### src/rtl/core/ptbg_pkg.sv
// ----------------------------------------------------------------------------
// ptbg_pkg: shared definitions for the burst-gated pulse train generator
// Register map, reset values and the configuration bundle that the top level
// hands to the timing core.
// ----------------------------------------------------------------------------
`default_nettype none

package ptbg_pkg;

  // Width of every configuration register as seen on the bus.
  localparam int unsigned REG_W = 32;

  // Default countdown width.
  localparam int unsigned TIME_WIDTH_DEF = 32;

  // Configuration bus address width: six registers at 4-byte spacing.
  localparam int unsigned CFG_AW = 5;

  // Register index field taken from the byte address.
  localparam int unsigned REG_IDX_W = 3;

  // Register indexes.
  localparam logic [REG_IDX_W-1:0] REG_RUN_ENABLE   = 3'd0;
  localparam logic [REG_IDX_W-1:0] REG_BURST_ENABLE = 3'd1;
  localparam logic [REG_IDX_W-1:0] REG_PULSE_ON     = 3'd2;
  localparam logic [REG_IDX_W-1:0] REG_PULSE_OFF    = 3'd3;
  localparam logic [REG_IDX_W-1:0] REG_BURST_ON     = 3'd4;
  localparam logic [REG_IDX_W-1:0] REG_BURST_OFF    = 3'd5;

  // Register reset values, in microseconds for the times.
  localparam logic [REG_W-1:0] PULSE_ON_RST  = 32'd1000;
  localparam logic [REG_W-1:0] PULSE_OFF_RST = 32'd49000;
  localparam logic [REG_W-1:0] BURST_ON_RST  = 32'd1000000;
  localparam logic [REG_W-1:0] BURST_OFF_RST = 32'd1000000;

  // Number of stream bus data bits on either side.
  localparam int unsigned TDATA_W = 8;

  // Configuration bundle from the register block to the timing core.
  typedef struct packed {
    logic             run_enable;
    logic             burst_enable;
    logic [REG_W-1:0] pulse_on_us;
    logic [REG_W-1:0] pulse_off_us;
    logic [REG_W-1:0] burst_on_us;
    logic [REG_W-1:0] burst_off_us;
  } cfg_t;

endpackage : ptbg_pkg

`default_nettype wire

### src/rtl/core/pulse_train_burst_generator.sv
// ----------------------------------------------------------------------------
// pulse_train_burst_generator: burst-gated pulse train generator
// Takes microsecond tick words and returns the output level and burst flag
// after each one; timing set through a small register port.
//
//   Channel | Direction | Handshake       | Word contents
//   in_     | input     | tvalid / tready | tdata[0] tick
//   out_    | output    | tvalid / tready | tdata[0] led_on, tdata[1] burst_active
//   cfg_    | input     | psel / penable  | six timing and enable registers
//
// A word is registered on entry and its result then in the result register;
// one word is taken every cycle while the result side drains.
// The countdowns update as a word moves from the entry register to the
// result register, which is the one stage that sets the rate.
// Reset is synchronous and active low and restores the register defaults.
// When out_tready is low the result holds and the entry stage fills, then
// in_tready drops.
// ----------------------------------------------------------------------------
`default_nettype none

module pulse_train_burst_generator #(
  parameter int unsigned TIME_WIDTH = ptbg_pkg::TIME_WIDTH_DEF
) (
  input  wire logic                          clk,
  input  wire logic                          rst_n,
  // Input words
  input  wire logic                          in_tvalid,
  output logic                               in_tready,
  input  wire logic [ptbg_pkg::TDATA_W-1:0]  in_tdata,   // [0] tick
  // Result words
  output logic                               out_tvalid,
  input  wire logic                          out_tready,
  output logic [ptbg_pkg::TDATA_W-1:0]       out_tdata,  // [0] led_on, [1] burst_active
  // Configuration port
  input  wire logic                          cfg_psel,
  input  wire logic                          cfg_penable,
  input  wire logic                          cfg_pwrite,
  input  wire logic [ptbg_pkg::CFG_AW-1:0]   cfg_paddr,
  input  wire logic [ptbg_pkg::REG_W-1:0]    cfg_pwdata,
  output logic [ptbg_pkg::REG_W-1:0]         cfg_prdata,
  output logic                               cfg_pready
);
  import ptbg_pkg::*;

  cfg_t                 cfg_r;
  logic [REG_IDX_W-1:0] reg_idx;
  logic                 cfg_wr;

  logic                 s1_valid_r;
  logic                 s1_tick_r;
  logic                 out_valid_r;
  logic                 out_led_r;
  logic                 out_burst_r;
  logic                 advance;
  logic                 led_nxt;
  logic                 burst_nxt;

  // Register port: always ready, written in the access cycle.
  assign cfg_pready = 1'b1;
  assign reg_idx    = cfg_paddr[CFG_AW-1:2];
  assign cfg_wr     = cfg_psel && cfg_penable && cfg_pwrite && cfg_pready;

  always_ff @(posedge clk) begin
    if (!rst_n) begin
      cfg_r.run_enable   <= 1'b0;
      cfg_r.burst_enable <= 1'b0;
      cfg_r.pulse_on_us  <= PULSE_ON_RST;
      cfg_r.pulse_off_us <= PULSE_OFF_RST;
      cfg_r.burst_on_us  <= BURST_ON_RST;
      cfg_r.burst_off_us <= BURST_OFF_RST;
    end else if (cfg_wr) begin
      case (reg_idx)
        REG_RUN_ENABLE:   cfg_r.run_enable   <= cfg_pwdata[0];
        REG_BURST_ENABLE: cfg_r.burst_enable <= cfg_pwdata[0];
        REG_PULSE_ON:     cfg_r.pulse_on_us  <= cfg_pwdata;
        REG_PULSE_OFF:    cfg_r.pulse_off_us <= cfg_pwdata;
        REG_BURST_ON:     cfg_r.burst_on_us  <= cfg_pwdata;
        REG_BURST_OFF:    cfg_r.burst_off_us <= cfg_pwdata;
        default: begin
        end
      endcase
    end
  end

  // Read-back mux.
  always_comb begin
    case (reg_idx)
      REG_RUN_ENABLE:   cfg_prdata = REG_W'(cfg_r.run_enable);
      REG_BURST_ENABLE: cfg_prdata = REG_W'(cfg_r.burst_enable);
      REG_PULSE_ON:     cfg_prdata = cfg_r.pulse_on_us;
      REG_PULSE_OFF:    cfg_prdata = cfg_r.pulse_off_us;
      REG_BURST_ON:     cfg_prdata = cfg_r.burst_on_us;
      REG_BURST_OFF:    cfg_prdata = cfg_r.burst_off_us;
      default:          cfg_prdata = '0;
    endcase
  end

  // Two-stage flow: entry register feeds the result register when it is
  // empty or being drained.
  assign advance   = !out_valid_r || out_tready;
  assign in_tready = !s1_valid_r || advance;

  always_ff @(posedge clk) begin
    if (!rst_n) begin
      s1_valid_r  <= 1'b0;
      out_valid_r <= 1'b0;
    end else begin
      if (in_tready) begin
        s1_valid_r <= in_tvalid;
      end
      if (advance) begin
        out_valid_r <= s1_valid_r;
      end
    end
  end

  // Payload registers.
  always_ff @(posedge clk) begin
    if (in_tready && in_tvalid) begin
      s1_tick_r <= in_tdata[0];
    end
    if (advance && s1_valid_r) begin
      out_led_r   <= led_nxt;
      out_burst_r <= burst_nxt;
    end
  end

  // Timing core: state commits as the word moves to the result register.
  ptbg_core #(
    .TIME_WIDTH (TIME_WIDTH)
  ) u_core (
    .clk       (clk),
    .rst_n     (rst_n),
    .cfg       (cfg_r),
    .step      (advance && s1_valid_r),
    .tick      (s1_tick_r),
    .led_nxt   (led_nxt),
    .burst_nxt (burst_nxt)
  );

  assign out_tvalid = out_valid_r;
  assign out_tdata  = {{(TDATA_W-2){1'b0}}, out_burst_r, out_led_r};

endmodule : pulse_train_burst_generator

`default_nettype wire

### src/rtl/core/ptbg_core.sv
// ----------------------------------------------------------------------------
// ptbg_core: pulse and burst countdown state
// Holds the output level, burst flag and the two countdowns, and works out
// their next values for one tick word in a single pass.
// ----------------------------------------------------------------------------
`default_nettype none

module ptbg_core #(
  parameter int unsigned TIME_WIDTH = ptbg_pkg::TIME_WIDTH_DEF
) (
  input  wire logic          clk,
  input  wire logic          rst_n,
  input  wire ptbg_pkg::cfg_t cfg,
  input  wire logic          step,       // commit the next state
  input  wire logic          tick,       // one microsecond has elapsed
  output logic               led_nxt,
  output logic               burst_nxt
);
  import ptbg_pkg::*;

  localparam int unsigned NRELOAD = 4;

  logic                  level_r,  level_nxt;
  logic                  in_burst_r, in_burst_nxt;
  logic [TIME_WIDTH-1:0] pulse_cnt_r, pulse_cnt_nxt;
  logic [TIME_WIDTH-1:0] burst_cnt_r, burst_cnt_nxt;

  logic [REG_W-1:0]      reload_raw [NRELOAD];
  logic [TIME_WIDTH-1:0] reload     [NRELOAD];

  logic [TIME_WIDTH-1:0] pulse_dec;
  logic [TIME_WIDTH-1:0] burst_dec;
  logic                  active;

  // Reload values clamped to the countdown width.
  assign reload_raw[0] = cfg.pulse_on_us;
  assign reload_raw[1] = cfg.pulse_off_us;
  assign reload_raw[2] = cfg.burst_on_us;
  assign reload_raw[3] = cfg.burst_off_us;

  for (genvar g = 0; g < NRELOAD; g++) begin : g_reload
    if (TIME_WIDTH >= REG_W) begin : g_wide
      assign reload[g] = TIME_WIDTH'(reload_raw[g]);
    end else begin : g_narrow
      assign reload[g] = (|reload_raw[g][REG_W-1:TIME_WIDTH]) ? '1
                                                               : reload_raw[g][TIME_WIDTH-1:0];
    end
  end

  // Saturating decrements.
  assign pulse_dec = (pulse_cnt_r == '0) ? '0 : pulse_cnt_r - TIME_WIDTH'(1);
  assign burst_dec = (burst_cnt_r == '0) ? '0 : burst_cnt_r - TIME_WIDTH'(1);
  assign active    = tick && cfg.run_enable;

  // Next state: the burst event takes priority and owns the pulse countdown.
  always_comb begin
    level_nxt     = level_r;
    in_burst_nxt  = in_burst_r;
    pulse_cnt_nxt = pulse_cnt_r;
    burst_cnt_nxt = burst_cnt_r;
    if (active) begin
      if (cfg.burst_enable && burst_dec == '0) begin
        if (in_burst_r) begin
          burst_cnt_nxt = reload[3];
          pulse_cnt_nxt = reload[3];
          level_nxt     = 1'b0;
          in_burst_nxt  = 1'b0;
        end else begin
          burst_cnt_nxt = reload[2];
          pulse_cnt_nxt = level_r ? reload[1] : reload[0];
          level_nxt     = !level_r;
          in_burst_nxt  = 1'b1;
        end
      end else begin
        if (cfg.burst_enable) begin
          burst_cnt_nxt = burst_dec;
        end
        if (pulse_dec == '0) begin
          pulse_cnt_nxt = level_r ? reload[1] : reload[0];
          level_nxt     = !level_r;
        end else begin
          pulse_cnt_nxt = pulse_dec;
        end
      end
    end
  end

  assign led_nxt   = level_nxt;
  assign burst_nxt = in_burst_nxt;

  // State registers.
  always_ff @(posedge clk) begin
    if (!rst_n) begin
      level_r     <= 1'b0;
      in_burst_r  <= 1'b0;
      pulse_cnt_r <= '0;
      burst_cnt_r <= '0;
    end else if (step) begin
      level_r     <= level_nxt;
      in_burst_r  <= in_burst_nxt;
      pulse_cnt_r <= pulse_cnt_nxt;
      burst_cnt_r <= burst_cnt_nxt;
    end
  end

endmodule : ptbg_core

`default_nettype wire

### config.mk
export PLATFORM = sky130hd
export DESIGN_NAME = pulse_train_burst_generator
export DESIGN_NICKNAME = d
export VERILOG_FILES = /design/src/rtl/core/ptbg_pkg.sv /design/src/rtl/core/pulse_train_burst_generator.sv /design/src/rtl/core/ptbg_core.sv
export SDC_FILE = /design/constraint.sdc
export NUM_CORES = 1
export LEC_CHECK = 0
export BUFFER_PORTS_ARGS = -buffer_cell sky130_fd_sc_hd__buf_2
export CAP_MARGIN = 15
export CORE_UTILIZATION = 50
export DETAILED_ROUTE_END_ITERATION = 8
export GPL_ROUTABILITY_DRIVEN = 0
export PLACE_DENSITY_LB_ADDON = 0.05
export SLEW_MARGIN = 20
export SYNTH_ARGS = -nofsm -noshare
export SYNTH_HDL_FRONTEND = slang
export SYNTH_SLANG_ARGS = --single-unit
### constraint.sdc
create_clock -name clk -period 4.1 [get_ports clk]
set_input_delay 0.615 -clock clk [delete_from_list [all_inputs] [get_ports clk]]
set_output_delay 0.615 -clock clk [all_outputs]
set_load 0.01 [all_outputs]
* Word level (Yosys, flattened, before mapping)
Index checks and enable logic that the tools add are counted.
** Word-level totals
- Memories :: 0
- ROM bits :: 0
- Logic and storage cells :: 64
- Output and inout port bits :: 43
- Input bits :: 52
- Bits in registers :: 201
- Latch bits :: 0
- RAM bits :: 0
** Cells by class
- Multipliers :: 0
- Add/subtract/negate cells :: 2
- Magnitude comparators :: 0
- Muxes and demuxes :: 17
- Shift operators :: 0
- Reductions and logical operators :: 25
- Bitwise logic cells :: 0
- Eq/ne operators :: 5
- Divide/modulo/power cells :: 0
** Operators with widths (count)
- two-way mux 32 bit :: 9
- one-hot mux 32 bit (6 select lines) :: 1
- logical NOT 32 bit :: 4
- subtractor 32 x 1 -> 32 bit, second input constant :: 2
- AND reduction 2 bit :: 7
- two-way mux 1 bit :: 7
- == test 3 x 2 -> 1 bit, second input constant :: 2
- == test 3 bit, second input constant :: 2
- logical AND 1 bit :: 6
- == test 3 x 1 -> 1 bit, second input constant :: 1
- logical NOT 1 bit :: 3
- logical NOT 3 bit :: 1
- AND reduction 3 bit :: 1
- logical OR 1 bit :: 2
- nonzero test 2 bit :: 1

* Logic depth before layout (Yosys ltp)
Gate-level depths: netlist of run 1.
- Depth in word-level cells :: 6
- Gate-level depth with buffers :: 15
- Mapped depth without buffers :: 11

* By module
A second synthesis of run 1 with hierarchy kept.
** Second synthesis, totals
- Cells, all modules :: 1485
- Area total of the unflattened synthesis :: 12364.4 µm²
** By module, submodules not included
- ptbg_core :: area an instance 6333.6 µm², sequential area each 1321.3 µm², times used 1, cells an instance 863
- pulse_train_burst_generator :: area an instance 6030.8 µm², sequential area each 2732.6 µm², times used 1, cells an instance 622

* Worst setup path before layout of run 1
No wires, ideal clock.
- Path kind :: register to register
- From :: register u_core.burst_cnt_r[0]
- To :: register out_led_r, data pin
- Arrival :: 3.395 ns
- Path buffers :: 4
- Path slack :: 0.540 ns
- Stages on the path, launching flop included :: 16
- Library setup time :: 0.165 ns
- Cells stage by stage :: dfxtp_1 clkbuf_1 inv_1 ha_1 clkbuf_1 or4b_2 nor4_1 xnor2_1 nand4_1 or4_1 o21a_2 buf_6 nor2_4 a21oi_1 buf_2 o31ai_2
** On the way
- Longest elaborated chain between the ends :: 6
- Elaborated cells between the ends (all ways) :: 7
- Those cells by class :: add/sub (1); mux (3); reduce/logical (3)
** RTL lines
- start, declared :: line ptbg_core.sv:26 : logic [TIME_WIDTH-1:0] burst_cnt_r, burst_cnt_nxt;
- start signal, assigned :: line ptbg_core.sv:102 : burst_cnt_r <= burst_cnt_nxt;
- subtractor 32 x 1 -> 32 bit or logical NOT 32 bit (tied branches) :: line ptbg_core.sv:52 : assign burst_dec = (burst_cnt_r == '0) ? '0 : burst_cnt_r - TIME_WIDTH'(1);
- two-way mux 32 bit (*) :: line ptbg_core.sv:52
- logical NOT 32 bit (*) :: line ptbg_core.sv:62 : if (cfg.burst_enable && burst_dec == '0) begin
- logical AND 1 bit (*) :: line ptbg_core.sv:62
- two-way mux 1 bit (*) :: line ptbg_core.sv:62
- two-way mux 1 bit (*) :: line ptbg_core.sv:61 : if (active) begin
- named net led_nxt :: line pulse_train_burst_generator.sv:55 : logic led_nxt;
- end signal, assigned :: line pulse_train_burst_generator.sv:123 : out_led_r <= led_nxt;
- end, declared :: line pulse_train_burst_generator.sv:52 : logic out_led_r;
The timed path passes the listed nets; every way through them passes the cells marked *.
A chain may end at the register's enable or synchronous reset.

* Worst setup path in the final report of run 1
- From :: register u_core.burst_cnt_r[12]
- To :: register u_core.pulse_cnt_r[6]
** On the way
- Longest elaborated chain between the ends :: 5
- Elaborated cells between the ends (all ways) :: 6
- Those cells by class :: add/sub (1); mux (2); reduce/logical (3)
** RTL lines
- subtractor 32 x 1 -> 32 bit or logical NOT 32 bit (tied branches) :: line ptbg_core.sv:52
- two-way mux 32 bit (*) :: line ptbg_core.sv:52
- logical NOT 32 bit (*) :: line ptbg_core.sv:62
- logical AND 1 bit (*) :: line ptbg_core.sv:62
- two-way mux 32 bit (*) :: line ptbg_core.sv:62
- end signal, assigned :: line ptbg_core.sv:101 : pulse_cnt_r <= pulse_cnt_nxt;
- end, declared :: line ptbg_core.sv:25 : logic [TIME_WIDTH-1:0] pulse_cnt_r, pulse_cnt_nxt;
Every way passes the cells marked *; elsewhere a longest branch is shown, timed or not.

==> impl_metrics.py, run 1 <==
metrics = {
    "outcome": {
        "outcome": "finished, final reports clean",
    },
    "yosys": {
        "synthAdderAreaFrac_pct": 0.209,
        "synth-warning-count": 0,
        "async_flop_share_pct": 0,
        "synthMuxAreaShare_pct": 5.55,
        "yosys_register_bits": 201,
        "synth_xor_xnor_area_share_pct": 2.78,
        "yosys-top-cells-area": "dfxtp_1, nand2_1, a21boi_0, mux2i_1, o21ai_0",
        "synth.avg_cell_area_um2": 7.72,
        "synth_edf_count": 3,
        "syn_inst": 1554,
        "yosys.cell_types.count": 78,
        "synth_top_family_by_area": "simple AND/OR/NAND/NOR gates",
        "syn-cell-area_um2": 12000,
        "synthFlopType": "dfxtp_1",
        "synth_simple_gate_area_share_pct": 25.9,
        "synth_compound_area_share_pct": 25.9,
        "yosysTopAreaCellShare_pct": 33.1,
        "synth_top_cell_by_area": "dfxtp_1",
        "seq_area_frac_synth_pct": 33.8,
    },
    "grt": {
        "grt_pass1_vias": 11200,
        "antenna_found_initial": 1,
        "gr-total-overflow": 0,
        "grt_use_total_pct": 34.4,
        "grt_first_pass_wirelength_um": 65600,
        "grt_max_degree": 110,
    },
    "sta": {
        "rsz0062_at_grt": "false",
        "fmax_mhz": 257,
        "setup_violations": 0,
        "clock-skew-final_ns": 0.00981,
        "worst_pin_slew_ns": 1.12,
        "hold_viol_final": 0,
        "fin_tns_setup_ns": 0,
        "finalMaxSlewViolations": 0,
        "relSlewSlack_pct": 25.5,
        "period_share_pct": 94.8,
        "period_needed_ns": 3.89,
        "worst_hold_slack_ns": 0.257,
    },
    "power_and_ir_drop": {
        "power_mw": 4.71,
        "leakagePower_nw": 5.05,
        "p_per_area_nw_per_um2": 347,
        "max-vdd-ir-drop_uv": 284,
    },
    "drt": {
        "first_iter_violations": 1137,
        "num_vias": 12100,
        "routed_wl_um": 41600,
        "dr.pass1.iters": 6,
        "drcViolationCount": 0,
        "postRouteAntennaNets": 0,
        "wire_per_inst_um": 21.6,
        "viasPerCell": 6.30,
    },
    "floorplanning": {
        "core_area_um2": 23500,
        "dieWidth_um": 157,
        "die_y_um": 157,
        "rows": 56,
        "start_util_pct": 51.1,
        "die-area_um2": 24600,
        "io_pins": 95,
    },
    "critical_path": {
        "slowest_stage": "or4b_4",
        "start_kind": "register",
        "crit_chain": "or4_1 > or4b_4 > xor2_1 > nand3_1 > or4_1 > o21ai_0 > buf_4 > a211oi_1 > a21oi_2 > buf_12 > o22ai_1",
        "cp.arrival_ns": 4.30,
        "cp_max_fo": 26,
        "setup.worst_path.end_class": "register",
        "critPathTopFamily": "simple AND/OR/NAND/NOR gates",
        "crit_required_ns": 4.51,
        "crit_type": "register to register",
        "cp_slowest_stage_delay_ns": 0.65,
        "critPathBufInv": 2,
        "path_common_cell": "or4_1",
    },
    "clock_tree": {
        "cts.path.max_buffers": 3,
        "cts_resized": 0,
        "cts_max_level": 1,
        "clkSinkCount": 201,
        "cts_tree": "yes",
        "cts_root_buffer": "clkbuf_16",
        "cts_hold_buffers": 0,
        "clkTransAtPathRegs_ns": 0.06,
        "clk_latency_ns": 0.54,
        "post_cts_buffers": 0,
        "cts_buffers": 25,
    },
    "layout": {
        "finalInstanceArea_um2": 13600,
        "layout-drive-gt1-share_pct": 15.4,
        "nFillCells": 2279,
        "post-route-util_pct": 57.8,
        "area_growth_pct": 13.1,
        "layout.nets": 1641,
        "diodes": 0,
    },
    "placement": {
        "dp_hpwl_um": 28800,
        "io_buffers": 78,
        "placed_area_um2": 12700,
    },
    "worst_hold_path": {
        "hold_class": "input pin to register",
    },
    "run": {
        "maxCapViolCount": 0,
    },
}
==> final timing paths <==
check / start / endpoint / slack [ns] / depth (start not counted)
setup / recovery: u_core.burst_cnt_r[12]$_SDFFE_PN0P_ / u_core.pulse_cnt_r[6]$_SDFFE_PN0P_ / 0.21 / 11
hold / removal: in_tdata[0] / s1_tick_r$_DFFE_PP_ / 0.26 / 1
setup reg to reg: u_core.burst_cnt_r[12]$_SDFFE_PN0P_ / u_core.pulse_cnt_r[6]$_SDFFE_PN0P_ / 0.21 / 11
hold reg to reg: cfg_r[118]$_SDFFE_PN0P_ / cfg_r[118]$_SDFFE_PN0P_ / 0.48 / 2
==> cell families (layout without fill, tap and decap cells) <==
group,after synthesis,after routing
compound gates,441,441
buf+inv,162,208
mux,65,65
xor+xnor,38,38
simple gates,643,643
fa+ha+maj,2,2
flops,201,201
other cells,2,7
==> synth_stat cells (3+ instances only) <==
master / number
nand4b_1: 3
a211oi_1: 8
a22o_1: 31
or4_1: 9
o21ai_0: 95
o21a_1: 15
buf_4: 11
nor4_1: 36
o31ai_1: 13
or4_4: 4
nand4_1: 20
a22oi_1: 7
nand2_1: 314
xor2_1: 22
nor3_1: 40
and3b_1: 4
a31oi_1: 13
or2_2: 30
a311oi_1: 19
a21oi_1: 39
or3_1: 16
edfxtp_1: 3
o2bb2ai_1: 4
a21boi_0: 102
inv_1: 24
o31a_1: 4
buf_1: 5
nor4b_1: 7
a2111oi_0: 3
nor2_1: 57
buf_2: 9
nand3_1: 48
clkbuf_1: 109
mux2_2: 12
dfxtp_1: 198
xnor2_1: 16
buf_6: 4
and2_1: 19
nand2b_1: 4
nor2b_1: 14
o22ai_1: 28
mux2i_1: 53
a221o_1: 31
o211ai_1: 6
==> state kept, by name, indices dropped and copies added (netlist names) <==
| signal | flops |
|---|---|
| u_core.pulse_cnt_r | 32 |
| out_tvalid | 1 |
| u_core.burst_cnt_r | 32 |
| s1_tick_r | 1 |
| out_led_r | 1 |
| u_core.in_burst_r | 1 |
| out_burst_r | 1 |
| cfg_r | 130 |
| u_core.level_r | 1 |
| s1_valid_r | 1 |
==> cell usage in the layout, fill, tap and decap left out, drive strengths merged, types with 16 or more instances in the layout <==
cell type and count:
nand2 315, dfxtp 198, buf 139, a21boi 104, o21ai 96, nor2 58, mux2i 53, nand3 48
nor3 42, a21oi 39, nor4 37, clkbuf 36, a22o 31, a221o 31, or2 31, o22ai 28
inv 25, xor2 22, nand4 21, and2 19, a311oi 19, or3 16, xnor2 16, o21a 16
==> power by group <==
group	leakage [nW]	switching (mW)	internal [mW]	total [mW]
Combinational	3.03	0.346	0.192	0.537
Sequential	1.63	0.0157	1.97	1.99
Clock	0.392	0.886	1.29	2.18
Total	5.05	1.25	3.46	4.71
==> routing by layer <==
| metal | vias to the layer above | routed length (um) | global-route usage [%] |
|---|---|---|---|
| li1 | 5677 | - | - |
| met1 | 5812 | 18800 | 50.4 |
| met2 | 556 | 18000 | 51.8 |
| met3 | 78 | 3910 | 5.68 |
| met4 | 2 | 838 | 8.45 |
| met5 | - | 13 | 0 |
==> cell type report <==
class | count | area (um^2) | area share (%)
repair buffers | 139 | 901 | 6.65
flip-flops and latches | 201 | 4060 | 29.9
well taps | 319 | 399 | 2.94
multi-input cells | 1196 | 7300 | 53.8
clock buffers | 36 | 727 | 5.36
clock inverters | 9 | 85.1 | 0.628
inverters | 24 | 90.1 | 0.665
==> metrics by stage <==
stage                     setup slack (ns)  std cells
after floorplan                      0.540       1559
final                                0.212       1924
after global placement              0.0209       1878
after detailed placement             0.287       1879
after CTS                            0.244       1924
after global routing                0.0683       1924
(Power assumes the default switching activity.)
==> run 2: changes to the inputs <==
MAX_ROUTING_LAYER = met4   (was not set)
clock period = 4.05 ns   (was 4.1 ns; I/O delays follow)
==> run 2 against run 1 <==
Net effect:
- via count down 0.54%
- die area unchanged
- flip-flop and latch count unchanged
- register-to-register slack got worse by 0.04 ns
- routed wire length increased by 0.23%
- worst hold slack worse by 0.0059 ns
- clock skew grew 0.0099 ns
- total power is 0.25% lower
==> impl_metrics.py, run 2 (synthesized netlist as in run 1, its figures left out) <==
metrics = {
    "outcome": {
        "outcome": "finished, final reports clean",
    },
    "power_and_ir_drop": {
        "p_int_mw": 3.45,
        "p_per_area_nw_per_um2": 346,
        "seq_power_share_pct": 42.9,
        "power.switching_mw": 1.25,
        "leakagePower_nw": 5.07,
        "switching_share_pct": 26.6,
        "pwr-share-clk_pct": 45.7,
        "max-vdd-ir-drop_uv": 283,
        "power_frac_comb_pct": 11.4,
    },
    "clock_tree": {
        "cts.path.max_buffers": 3,
        "cts_root_buffer": "clkbuf_16",
        "clk_latency_ns": 0.54,
        "cts_max_level": 1,
        "clkTransAtPathRegs_ns": 0.06,
        "post_cts_buffers": 0,
        "clkSinkCount": 201,
        "cts_buffers": 23,
        "cts_tree": "yes",
    },
    "layout": {
        "regArea_um2": 4060,
        "layout.nets": 1643,
        "finalInstanceArea_um2": 13600,
        "largest_reg_flops": 130,
        "nFillCells": 2260,
        "area_growth_pct": 13.1,
        "multi_input_area_um2": 7290,
        "post-route-util_pct": 57.8,
        "layout-drive-gt1-share_pct": 15.4,
        "final_cells": 1926,
        "layout_common_cells": "nand2_1, dfxtp_1, a21boi_0",
        "regMostFlops": "cfg_r",
        "largestRegisters": "cfg_r (130), u_core.burst_cnt_r (32), u_core.pulse_cnt_r (32)",
        "final_common_cell": "nand2_1",
    },
    "floorplanning": {
        "core_area_um2": 23500,
        "dieWidth_um": 157,
        "die_y_um": 157,
        "die-area_um2": 24600,
        "start_util_pct": 51.1,
        "rows": 56,
        "io_pins": 95,
    },
    "drt": {
        "met1_length_um": 18700,
        "wl_met2_um": 18200,
        "first_iter_violations": 1135,
        "postRouteAntennaNets": 0,
        "route.met3.wl_um": 3950,
        "drcViolationCount": 0,
        "dr.pass1.iters": 6,
        "routed_wl_um": 41700,
        "wire_per_inst_um": 21.6,
        "viasPerCell": 6.26,
        "highest_layer": "met4",
        "num_vias": 12100,
    },
    "sta": {
        "rsz0062_at_grt": "false",
        "setup_violations": 0,
        "relSlewSlack_pct": 21.4,
        "period_share_pct": 95.6,
        "worst_pin_slew_ns": 1.18,
        "period_needed_ns": 3.87,
        "worst_hold_slack_ns": 0.251,
        "fin_tns_setup_ns": 0,
        "fmax_mhz": 258,
        "finalMaxSlewViolations": 0,
        "hold_viol_final": 0,
        "clock-skew-final_ns": 0.0197,
    },
    "critical_path": {
        "cp_slowest_stage_delay_ns": 0.63,
        "rrSetupSlack_ns": 0.18,
        "r2r-start": "u_core.burst_cnt_r[25]$_SDFFE_PN0P_",
        "crit_required_ns": 4.49,
        "crit_type": "register to register",
        "slowest_stage": "or4_1",
        "start_kind": "register",
        "cp.arrival_ns": 4.31,
        "crit_chain": "or4_4 > or3_1 > nor4_1 > xor2_1 > or4_1 > o21a_2 > nor2_4 > buf_4 > nand3_1 > a21boi_0",
        "reg2reg_to": "u_core.burst_cnt_r[20]$_SDFFE_PN0P_",
        "setup.worst_path.end_class": "register",
        "cp_max_fo": 10,
        "rr_worst_depth": 10,
    },
    "placement": {
        "placed_area_um2": 12800,
        "dp.cells": 1883,
        "io_buffers": 78,
        "dp_hpwl_um": 28700,
    },
    "worst_hold_path": {
        "hold_class": "input pin to register",
        "hold_start": "in_tdata[0]",
        "min_to": "s1_tick_r$_DFFE_PP_",
        "hold_depth": 1,
    },
    "grt": {
        "grt_first_pass_wirelength_um": 64400,
        "antenna_found_initial": 2,
        "grt_pass1_vias": 10900,
        "gr-total-overflow": 0,
        "grt_use_total_pct": 35.0,
        "grt_max_degree": 101,
    },
    "run": {
        "maxCapViolCount": 0,
    },
}
[run 2: cell types whose count changed in the layout (fill, tap and decap cells not counted), sizes merged]
cell / delta
buf: +4
clkinvlp: -3
diode: +2
clkbuf: -1
[run 2: area by class of cell]
cell class              instances  share of cell area [%]
multi-input cells            1196                    53.8
flip-flops and latches        201                    29.9
repair buffers                143                    6.96
clock buffers                  35                    5.17
well taps                     319                    2.94
inverters                      24                   0.664
clock inverters                 6                   0.544
diodes                          2                  0.0369
[run 2: power groups by stage]
stage / Sequential (mW) / Combinational, mW / Clock (mW)
final: 2.01 / 0.537 / 2.14
after global routing: 2.01 / 0.572 / 2.24
after CTS: 2.01 / 0.528 / 2.17
after detailed placement: 2.06 / 0.525 / 0
after global placement: 2.06 / 0.520 / 0
after floorplan: 2.05 / 0.340 / 0
[run 2: repair_timing]
action / in CTS / in global routing
resized for setup: 0 / 1
hold endpoints to repair: 0 / 0
hold buffers: 0 / 0
endpoints found under the setup margin: 0 / 13
[run 2: worst max-delay path, delay by kind of cell, from the launching register on]
family          cells  cell delay, ns
buf+inv             1            0.23
compound gates      2            0.59
flops               1            0.36
xor+xnor            1            0.20
simple gates        6            2.40
[run 2: metal layers]
| metal | GRT usage [%] | up-vias |
|---|---|---|
| met5 | - | - |
| met4 | 7.61 | 0 |
| met3 | 6.26 | 68 |
| met2 | 52.0 | 569 |
| met1 | 49.0 | 5745 |
| li1 | - | 5677 |
[run 2: worst max path at each step]
| stage | start | endpoint | slack, ns | cells past startpoint |
|---|---|---|---|---|
| 6_report | u_core.burst_cnt_r[25]$_SDFFE_PN0P_ | u_core.burst_cnt_r[20]$_SDFFE_PN0P_ | 0.18 | 10 |
| 4_1_cts | u_core.burst_cnt_r[25]$_SDFFE_PN0P_ | u_core.pulse_cnt_r[9]$_SDFFE_PN0P_ | 0.16 | 9 |
| 3_5_place_dp | u_core.burst_cnt_r[25]$_SDFFE_PN0P_ | u_core.pulse_cnt_r[9]$_SDFFE_PN0P_ | 0.19 | 9 |
| 2_1_floorplan | u_core.burst_cnt_r[0]$_SDFFE_PN0P_ | out_led_r$_DFFE_PP_ | 0.49 | 15 |
| 5_1_grt | u_core.burst_cnt_r[1]$_SDFFE_PN0P_ | u_core.burst_cnt_r[20]$_SDFFE_PN0P_ | 0.06 | 12 |
| 3_3_place_gp | u_core.burst_cnt_r[25]$_SDFFE_PN0P_ | u_core.pulse_cnt_r[9]$_SDFFE_PN0P_ | 0.25 | 9 |
[run 2: metrics by stage]
stage	power (mW)	worst slack, ns
3_3_place_gp	2.58	0.248
2_1_floorplan	2.39	0.490
3_5_place_dp	2.58	0.186
4_1_cts	4.71	0.159
5_1_grt	4.83	0.0596
6_report	4.69	0.177
